===== src/hdl/cfc_pkg.sv =====
// Types, codes and the CRC-16 byte update shared by the CRC-16 frame checker.
package cfc_pkg;

  // Frame layout
  localparam int unsigned HdrLen  = 3;
  localparam int unsigned TailLen = 2;

  // Largest payload accepted, in bytes (range 1 to 64)
  localparam logic [7:0] MaxPayload = 8'd64;

  localparam logic [15:0] CrcInit = 16'hFFFF;
  localparam logic [15:0] CrcPoly = 16'hA001;

  typedef enum logic [1:0] {
    KindHeader  = 2'd0,
    KindPayload = 2'd1,
    KindStatus  = 2'd2
  } kind_e;

  typedef enum logic [2:0] {
    StatusOk        = 3'd0,
    StatusShort     = 3'd1,
    StatusTooLarge  = 3'd2,
    StatusLenBad    = 3'd3,
    StatusCrcBad    = 3'd4
  } status_e;

  typedef struct packed {
    logic [7:0] data_byte;
    logic       last_byte;
  } in_item_t;

  typedef struct packed {
    kind_e       kind;
    logic [7:0]  payload_byte;
    logic [5:0]  payload_index;
    status_e     status;
    logic [7:0]  prefix;
    logic [7:0]  identifier;
    logic [7:0]  declared_len;
    logic [15:0] frame_crc;
  } out_item_t;

  // Reflected CRC-16, one byte, unrolled over its eight bits
  function automatic logic [15:0] crc_feed(input logic [15:0] acc, input logic [7:0] b);
    logic [15:0] c;
    c = acc ^ {8'h00, b};
    for (int k = 0; k < 8; k++) begin
      if (c[0]) begin
        c = (c >> 1) ^ CrcPoly;
      end else begin
        c = c >> 1;
      end
    end
    return c;
  endfunction

endpackage


===== src/hdl/crc16_frame_checker_top.sv =====
// CRC-16 frame checker: byte-stream frame receiver with status on the final byte.
//
// Takes one frame byte per transaction (last_byte set on the final byte) and
// gives exactly one result transaction per input transaction. A frame is
// prefix, identifier, declared payload length, payload, then a CRC-16
// (reflected poly 0xA001, init 0xFFFF) sent low byte first. Payload bytes are
// forwarded as they arrive (kind payload, with their index); the consumer must
// discard them unless the end-of-frame status is ok. The final byte always
// yields a status transaction carrying the header fields and received CRC,
// and the checker then returns to its reset state for the next frame.
// Status priority: too short (< 5 bytes), payload too large (declared length
// above MaxPayload), length mismatch, CRC bad, else ok. The byte count
// saturates at 255. Throughput is one transaction per clock unless stalled; a
// result is valid in the cycle after input accept. The critical path is the
// unrolled 8-bit CRC update followed by the 16-bit CRC compare. The input
// stalls only while a result sits in the output register and the output is stalled.
module crc16_frame_checker_top (
  input  logic                 clk_i,
  input  logic                 rst_ni,
  input  logic                 in_valid_i,
  output logic                 in_stall_o,
  input  cfc_pkg::in_item_t    in_data_i,
  output logic                 out_valid_o,
  input  logic                 out_stall_i,
  output cfc_pkg::out_item_t   out_data_o
);

  // Per-frame state
  logic [7:0]  byte_count_q, byte_count_d;
  logic [15:0] crc_q, crc_d;
  logic [7:0]  held0_q, held0_d;   // older byte of the hold line
  logic [7:0]  held1_q, held1_d;
  logic [7:0]  prefix_q, prefix_d;
  logic [7:0]  ident_q, ident_d;
  logic [7:0]  decl_len_q, decl_len_d;

  // Output register
  logic               out_valid_q, out_valid_d;
  cfc_pkg::out_item_t out_data_q, out_data_d;

  logic       accept;
  logic [7:0] total;      // saturated count including this byte
  logic [7:0] pay_pos;    // position after the header
  logic [8:0] expect_len;
  logic [15:0] rx_crc;

  assign in_stall_o = out_valid_q && out_stall_i;
  assign accept     = in_valid_i && !in_stall_o;

  always_comb begin
    // CRC lags the input by two bytes so the CRC field itself is never fed
    crc_d      = (byte_count_q >= 8'(cfc_pkg::TailLen)) ? cfc_pkg::crc_feed(crc_q, held0_q)
                                                        : crc_q;
    held0_d    = held1_q;
    held1_d    = in_data_i.data_byte;
    prefix_d   = (byte_count_q == 8'd0) ? in_data_i.data_byte : prefix_q;
    ident_d    = (byte_count_q == 8'd1) ? in_data_i.data_byte : ident_q;
    decl_len_d = (byte_count_q == 8'd2) ? in_data_i.data_byte : decl_len_q;
    total      = (byte_count_q == 8'hFF) ? 8'hFF : byte_count_q + 8'd1;
    pay_pos    = byte_count_q - 8'(cfc_pkg::HdrLen);
    expect_len = 9'(cfc_pkg::HdrLen + cfc_pkg::TailLen) + {1'b0, decl_len_d};
    rx_crc     = {held1_d, held0_d};

    out_data_d = '0;
    if (in_data_i.last_byte) begin
      out_data_d.kind = cfc_pkg::KindStatus;
      if (total < 8'(cfc_pkg::HdrLen + cfc_pkg::TailLen)) begin
        out_data_d.status = cfc_pkg::StatusShort;
      end else if (decl_len_d > cfc_pkg::MaxPayload) begin
        out_data_d.status = cfc_pkg::StatusTooLarge;
      end else if (expect_len != {1'b0, total}) begin
        out_data_d.status = cfc_pkg::StatusLenBad;
      end else if (rx_crc != crc_d) begin
        out_data_d.status = cfc_pkg::StatusCrcBad;
      end else begin
        out_data_d.status = cfc_pkg::StatusOk;
      end
      out_data_d.prefix       = prefix_d;
      out_data_d.identifier   = ident_d;
      out_data_d.declared_len = decl_len_d;
      out_data_d.frame_crc    = rx_crc;
    end else if (byte_count_q >= 8'(cfc_pkg::HdrLen) && pay_pos < decl_len_d &&
                 pay_pos < cfc_pkg::MaxPayload) begin
      out_data_d.kind          = cfc_pkg::KindPayload;
      out_data_d.payload_byte  = in_data_i.data_byte;
      out_data_d.payload_index = pay_pos[5:0];
    end

    byte_count_d = total;
    // End of frame: everything returns to reset values
    if (in_data_i.last_byte) begin
      byte_count_d = '0;
      crc_d        = cfc_pkg::CrcInit;
      held0_d      = '0;
      held1_d      = '0;
      prefix_d     = '0;
      ident_d      = '0;
      decl_len_d   = '0;
    end

    out_valid_d = out_valid_q && out_stall_i;
    if (accept) begin
      out_valid_d = 1'b1;
    end
  end

  always_ff @(posedge clk_i or negedge rst_ni) begin
    if (!rst_ni) begin
      byte_count_q <= '0;
      crc_q        <= cfc_pkg::CrcInit;
      held0_q      <= '0;
      held1_q      <= '0;
      prefix_q     <= '0;
      ident_q      <= '0;
      decl_len_q   <= '0;
      out_valid_q  <= 1'b0;
    end else begin
      out_valid_q <= out_valid_d;
      if (accept) begin
        byte_count_q <= byte_count_d;
        crc_q        <= crc_d;
        held0_q      <= held0_d;
        held1_q      <= held1_d;
        prefix_q     <= prefix_d;
        ident_q      <= ident_d;
        decl_len_q   <= decl_len_d;
      end
    end
  end

  // Payload register, no reset
  always_ff @(posedge clk_i) begin
    if (accept) begin
      out_data_q <= out_data_d;
    end
  end

  assign out_valid_o = out_valid_q;
  assign out_data_o  = out_data_q;

  // Final byte clears the frame state
  a_frame_end_clears: assert property (@(posedge clk_i) disable iff (!rst_ni)
    accept && in_data_i.last_byte |=> byte_count_q == 8'd0 && crc_q == cfc_pkg::CrcInit)
    else $error("frame state not cleared after final byte");

  // Count advances by one per non-final byte until it saturates
  a_count_step: assert property (@(posedge clk_i) disable iff (!rst_ni)
    accept && !in_data_i.last_byte && byte_count_q != 8'hFF
    |=> byte_count_q == $past(byte_count_q) + 8'd1)
    else $error("byte count did not advance");

  // A final byte always yields a status result
  a_last_gives_status: assert property (@(posedge clk_i) disable iff (!rst_ni)
    accept && in_data_i.last_byte |=> out_valid_o && out_data_o.kind == cfc_pkg::KindStatus)
    else $error("final byte without status result");

  // Non-status results carry no status code
  a_status_only_at_end: assert property (@(posedge clk_i) disable iff (!rst_ni)
    out_valid_o && out_data_o.kind != cfc_pkg::KindStatus
    |-> out_data_o.status == cfc_pkg::StatusOk)
    else $error("status code outside end-of-frame result");

endmodule

===== config.mk =====
export PLATFORM = sky130hd
export DESIGN_NAME = crc16_frame_checker_top
export DESIGN_NICKNAME = d
export VERILOG_FILES = /design/src/hdl/cfc_pkg.sv /design/src/hdl/crc16_frame_checker_top.sv
export SDC_FILE = /design/constraint.sdc
export NUM_CORES = 1
export LEC_CHECK = 0
export BUFFER_PORTS_ARGS = -buffer_cell sky130_fd_sc_hd__buf_2
export CORE_ASPECT_RATIO = 0.6
export CORE_UTILIZATION = 52
export DETAILED_ROUTE_END_ITERATION = 10
export PLACE_DENSITY = 0.82
export SYNTH_ARGS = -nofsm -noshare
export SYNTH_HDL_FRONTEND = slang
export SYNTH_SLANG_ARGS = --single-unit

===== constraint.sdc =====
create_clock -name clk_i -period 3.4 [get_ports clk_i]
set_clock_uncertainty 0.2 [all_clocks]
set_input_delay 0.34 -clock clk_i [delete_from_list [all_inputs] [get_ports clk_i]]
set_output_delay 0.34 -clock clk_i [all_outputs]
set_load 0.01 [all_outputs]

**Word-level counts from Yosys, hierarchy flattened**

Cells that the tools add are included.

- Reductions and logical operators: 9
- Add/subtract/negate cells: 3
- $lt $le $gt $ge: 6
- Equal/unequal tests: 5
- Mux-type cells: 26
- Bitwise operators: 11

Operator list:

| operator | count |
|---|---|
| 16-bit 2-to-1 mux | 10 |
| 8-bit 2-to-1 mux | 10 |
| 2-bit inverter with 3-bit output | 8 |
| 8-bit by 2-bit >= comparator with 1-bit output (second input constant) | 2 |
| 16-bit != test | 1 |
| 16-bit by 8-bit bitwise XOR with 16-bit output | 1 |
| 15-bit 2-to-1 mux | 1 |
| 3-bit by 8-bit adder with 9-bit output (first input constant) | 1 |
| 9-bit by 8-bit != test with 1-bit output | 1 |
| 8-bit by 1-bit adder with 8-bit output (second input constant) | 1 |
| 8-bit by 1-bit == test with 1-bit output (second input constant) | 1 |
| 8-bit by 2-bit == test with 1-bit output (second input constant) | 1 |
| 8-bit == test (second input constant) | 1 |
| 8-bit by 7-bit > comparator with 1-bit output (second input constant) | 1 |
| 8-bit logical NOT | 1 |
| 8-bit by 3-bit less-than comparator with 1-bit output (second input constant) | 1 |
| 8-bit by 7-bit less-than comparator with 1-bit output (second input constant) | 1 |
| 8-bit less-than comparator | 1 |
| 8-bit by 2-bit subtractor with 8-bit output (second input constant) | 1 |
| 1-bit logical AND | 4 |
| 2-bit 2-to-1 mux | 2 |
| 2-bit OR reduction | 2 |
| 4-bit OR reduction | 1 |
| 3-bit 2-to-1 mux | 1 |
| other kinds (3) | 5 |

- Bits in registers: 124
- Bits of input ports: 13
- Output and inout port bits: 61

**Logic depth before layout (Yosys ltp)**

- Word-level depth: 23
- Depth in mapped cells: 15

**Worst setup path before layout**

OpenSTA, ideal clock, no wires.

- Path kind: flip-flop to flip-flop
- Start: register byte_count_q[0]
- End: register out_data_q (netlist bit out_data_o[40]) (data pin)
- Setup slack: 38 ps
- Clock period less this slack: 3,362 ps
- Library setup time: 272 ps
- Required time: 2,928 ps
- Cell stages (with the launch flop): 14
- Arrival: 2,890 ps
- Cell sequence: dfrtp_1 -> clkbuf_1 -> inv_1 -> ha_1 -> and3_1 -> buf_2 -> mux2i_1 -> inv_1 -> ha_1 -> nor4_1 -> a21oi_1 -> o22a_1 -> nor4_2 -> o22ai_1

- Cells in the longest elaborated chain, start to end: 7

Ends and longest elaborated chain:

| element | RTL line | text |
|---|---|---|
| from (decl) | crc16_frame_checker_top.sv:29 | `logic [7:0] byte_count_q, byte_count_d;` |
| from (signal assigned) | crc16_frame_checker_top.sv:120 | `byte_count_q <= byte_count_d;` |
| 8-bit by 2-bit == test with 1-bit output | crc16_frame_checker_top.sv:58 | `decl_len_d = (byte_count_q == 8'd2) ? in_data_i.data_byte : decl_len_q;` |
| 8-bit 2-to-1 mux | crc16_frame_checker_top.sv:58 |  |
| 3-bit by 8-bit adder with 9-bit output | crc16_frame_checker_top.sv:61 | `expect_len = 9'(cfc_pkg::HdrLen + cfc_pkg::TailLen) + {1'b0, decl_len_d};` |
| 9-bit by 8-bit != test with 1-bit output | crc16_frame_checker_top.sv:71 | `end else if (expect_len != {1'b0, total}) begin` |
| 2-bit 2-to-1 mux | crc16_frame_checker_top.sv:71 |  |
| 2-bit 2-to-1 mux | crc16_frame_checker_top.sv:69 | `end else if (decl_len_d > cfc_pkg::MaxPayload) begin` |
| 1-bit 2-to-1 mux (*) | crc16_frame_checker_top.sv:67 | `if (total < 8'(cfc_pkg::HdrLen + cfc_pkg::TailLen)) begin` |
| to (signal assigned) | crc16_frame_checker_top.sv:134 | `out_data_q <= out_data_d;` |
| to (decl) | crc16_frame_checker_top.sv:39 | `cfc_pkg::out_item_t out_data_q, out_data_d;` |

Mark *: on every way between the ends. The rest lies on a longest branch, timed or not.
A chain may end at the register's enable or synchronous reset.

**Worst setup path after layout**

- Start: register held0_q[5]
- End: register out_data_q (netlist bit out_data_o[42]) (data pin)

- Cells in the longest elaborated chain, start to end: 14

Ends and longest elaborated chain:

| element | RTL line | text |
|---|---|---|
| from (decl) | crc16_frame_checker_top.sv:31 | `logic [7:0] held0_q, held0_d;` |
| from (signal assigned) | crc16_frame_checker_top.sv:122 | `held0_q <= held0_d;` |
| 16-bit by 8-bit bitwise XOR with 16-bit output (*) | cfc_pkg.sv:47 | `c = acc ^ {8'h00, b};` |
| 16-bit 2-to-1 mux (*) (4 in series) | cfc_pkg.sv:49 | `if (c[0]) begin` |
| 2-bit inverter with 3-bit output (no source line) | -- |  |
| 16-bit 2-to-1 mux (*) (3 in series) | cfc_pkg.sv:49 |  |
| 2-bit inverter with 3-bit output (no source line) | -- |  |
| 16-bit 2-to-1 mux (*) | cfc_pkg.sv:49 |  |
| 16-bit 2-to-1 mux (*) | crc16_frame_checker_top.sv:52 | `crc_d = (byte_count_q >= 8'(cfc_pkg::TailLen)) ? cfc_pkg::crc_feed(crc_q, held0_q)` |
| 16-bit != test (*) | crc16_frame_checker_top.sv:73 | `end else if (rx_crc != crc_d) begin` |
| 3-bit 2-to-1 mux (*) | crc16_frame_checker_top.sv:73 |  |

Marks and branches as above.

==> impl_metrics.json <==
{
  "ys.flop_type": "edfxtp_1",
  "rsz0062_at_grt": "no",
  "cp_max_fo": 5,
  "instances_no_fill": 920,
  "cts_tree": "done",
  "core_um2": 12300,
  "drt-total-wl_mm": 18.19,
  "final_core_util_pct": 64.55,
  "ys_types": 64,
  "cts.reportedPaths.clkPinSlew_ns": 0.06,
  "grt_pass1_wl_mm": 28.80,
  "r2r-start": "held0_q[5]$_DFFE_PN0P_",
  "area_growth_pct": 18.87,
  "yosysWarnings": 0,
  "gp_congestion": 1.004,
  "ios": 74,
  "die_w_um": 148.3,
  "place_ws_ns": 0.1732,
  "grt_max_degree": 69,
  "start_util_pct": 54.30,
  "diodes": 0,
  "worst-endpoint-required_ns": 3.38,
  "finalPower_uw": 6279,
  "cts_max_path_buffers": 2,
  "nets": 767,
  "timing.slew.headroom_pct": 48.02,
  "crit_type": "reg -> reg",
  "firstDrtPassIters": 5,
  "fill_cells": 945,
  "cts.root.buffer_cell": "clkbuf_16",
  "numCtsBuffers": 17,
  "finalSetupTns_ns": 0,
  "max-cap-violations": 0,
  "status": "completed",
  "r2r_cells": 8,
  "route.vias.total": 5663,
  "synth.most_common_cell": "nand2_1",
  "grt_usage_pct": 28.72,
  "dp_hpwl_mm": 12.23,
  "start_kind": "register",
  "cp-startpoint": "held0_q[5]$_DFFE_PN0P_",
  "overflow": 0,
  "p_leak_uw": 0.003410,
  "ys_top_cells_by_count": "nand2_1 (104), edfxtp_1 (59), nor2_1 (59)",
  "synth_area_leaders": "edfxtp_1 (27%), dfrtp_1 (18%), dfstp_2 (6.3%)",
  "crit_arrival_ns": 3.26,
  "rows": 31,
  "ys_seq_area_share_pct": 51.20,
  "io_buffers": 73,
  "syn_nets": 685,
  "synthArstFlopShare_pct": 52.42,
  "setup_viol": 0,
  "drt_iter0_drc": 556,
  "worstMarginPinSlew_ns": 0.7797,
  "fmax_ghz": 0.3042,
  "clock_sinks": 124,
  "pwr_density_cell_nw_per_um2": 791.1,
  "die_y_um": 89.77,
  "htree_num_levels": 4,
  "dp_cells": 885,
  "syn_inst": 660,
  "min_period_over_period_pct": 96.68,
  "drt-vias-per-instance": 6.155,
  "drive_gt1_share_pct": 22.38,
  "synth_area_leader_cell": "edfxtp_1",
  "wire_per_inst_um": 19.78,
  "die_area_um2": 13310,
  "grt_pass1_vias": 5407,
  "synth-edff-count": 59,
  "end_kind": "register",
  "synth_top_area_share_pct": 26.54,
  "vdd_drop_max_v": 0.0004907,
  "post_cts.repair.setup_buffers": 0,
  "insertion_delay_ns": 0.42,
  "grt_antenna_before_repair": 0,
  "period_minus_slack_ns": 3.287,
  "syn_area_um2": 6676,
  "hold_path.class": "in -> async",
  "post-route-drc-count": 0,
  "finalMaxSlewViolations": 0,
  "synth-seq-cells": 124,
  "postRouteAntennaNets": 0,
  "finalHoldViolCount": 0,
  "setup_ws_ns": 0.1128,
  "syn_area_per_cell_um2": 10.12
}
metal layers:
| metal | GRT usage [%] | wire, µm |
|---|---|---|
| met4 | 11.08 | 374 |
| met3 | 8.274 | 2288 |
| met5 | 0 | 0 |
| met2 | 41.24 | 7874 |
| met1 | 40.96 | 7655 |
flip-flops by register name, summed over array words and instances (netlist names):
signal	count
out_data_o	59
crc_q	16
byte_count_q	8
decl_len_q	8
held0_q	8
held1_q	8
ident_q	8
prefix_q	8
out_valid_o	1
kinds of logic after synthesis:
group                    synth area share [%]
AO/OA/AOI/OAI                           14.99
AND/OR/NAND/NOR                         15.25
adder cells (fa/ha/maj)                 2.249
XOR/XNOR                                9.127
multiplexers                            3.242
flip-flops                              51.20
buffers and inverters                   3.936
critical path, stage by stage, from the launching register on:
cell and delay [ns]:
dfrtp_1 0.40, xnor2_1 0.52, xnor2_1 0.28, xnor3_2 0.48, xnor3_1 0.37, mux2i_1 0.25, xor2_1 0.21, a31oi_1 0.13
and3_1 0.20
worst paths after layout:
check / end / slack, ns
setup / recovery: out_data_o[42]$_SDFFCE_PP0P_ / 0.11
hold / removal: byte_count_q[5]$_DFFE_PN0P_ / 0.16
setup reg to reg: out_data_o[42]$_SDFFCE_PP0P_ / 0.11
hold reg to reg: ident_q[3]$_DFFE_PN0P_ / 0.28
max in group asynchronous: crc_q[8]$_DFFE_PN1P_ / 2.11
min in group clk_i: held1_q[0]$_DFFE_PN0P_ / 0.18
what timing repair did:
item / 4_1_cts / 5_1_grt
endpoints found under the setup margin: 0 / 18
hold buffers: 3 / 0
hold endpoints to repair: 13 / 0
resized for setup: 0 / 7
cell usage in the layout, fill, tap and decap left out, types with 6 or more instances in the layout:
cell type | synthesis | layout
xor2_1 | 22 | 22
ha_1 | 12 | 12
buf_4 | 0 | 28
and3_1 | 8 | 7
nor3_1 | 6 | 6
and2_1 | 8 | 8
clkbuf_16 | 0 | 17
nand2_1 | 104 | 103
a21boi_0 | 16 | 16
a21oi_1 | 50 | 50
dfrtp_1 | 49 | 48
buf_2 | 7 | 73
nor2_1 | 59 | 59
nand3_1 | 13 | 13
mux2i_1 | 11 | 11
dfstp_2 | 16 | 16
edfxtp_1 | 59 | 59
o21ai_0 | 46 | 46
inv_1 | 21 | 20
o22ai_1 | 14 | 14
xnor2_1 | 25 | 25
o31ai_1 | 8 | 8
through the flow:
step | hold WS (ns) | cell area, µm²
final | 0.1550 | 7936
after global routing | 0.1748 | 7936
after CTS | 0.1565 | 7904
after detailed placement | 0.05899 | 7297
after global placement | 0.05394 | 7297
after floorplan | -0.1556 | 6676
where the power goes:
part           switching [µW]  internal [µW]
registers                 250           1930
logic                    1290           1040
clock network             685           1080
total                    2230           4050
layout make-up:
type                       instances  area, µm²  area share (%)
sequential                       124       3420           43.09
clock inverter                    14      147.6           1.860
multi-input combinational        473       3029           38.17
clock buffer                      18      429.2           5.408
timing repair buffer             105      625.6           7.883
tap                              165      206.4           2.601
inverter                          21      78.83          0.9932
No activity file was read; power rests on OpenSTA's default activity.
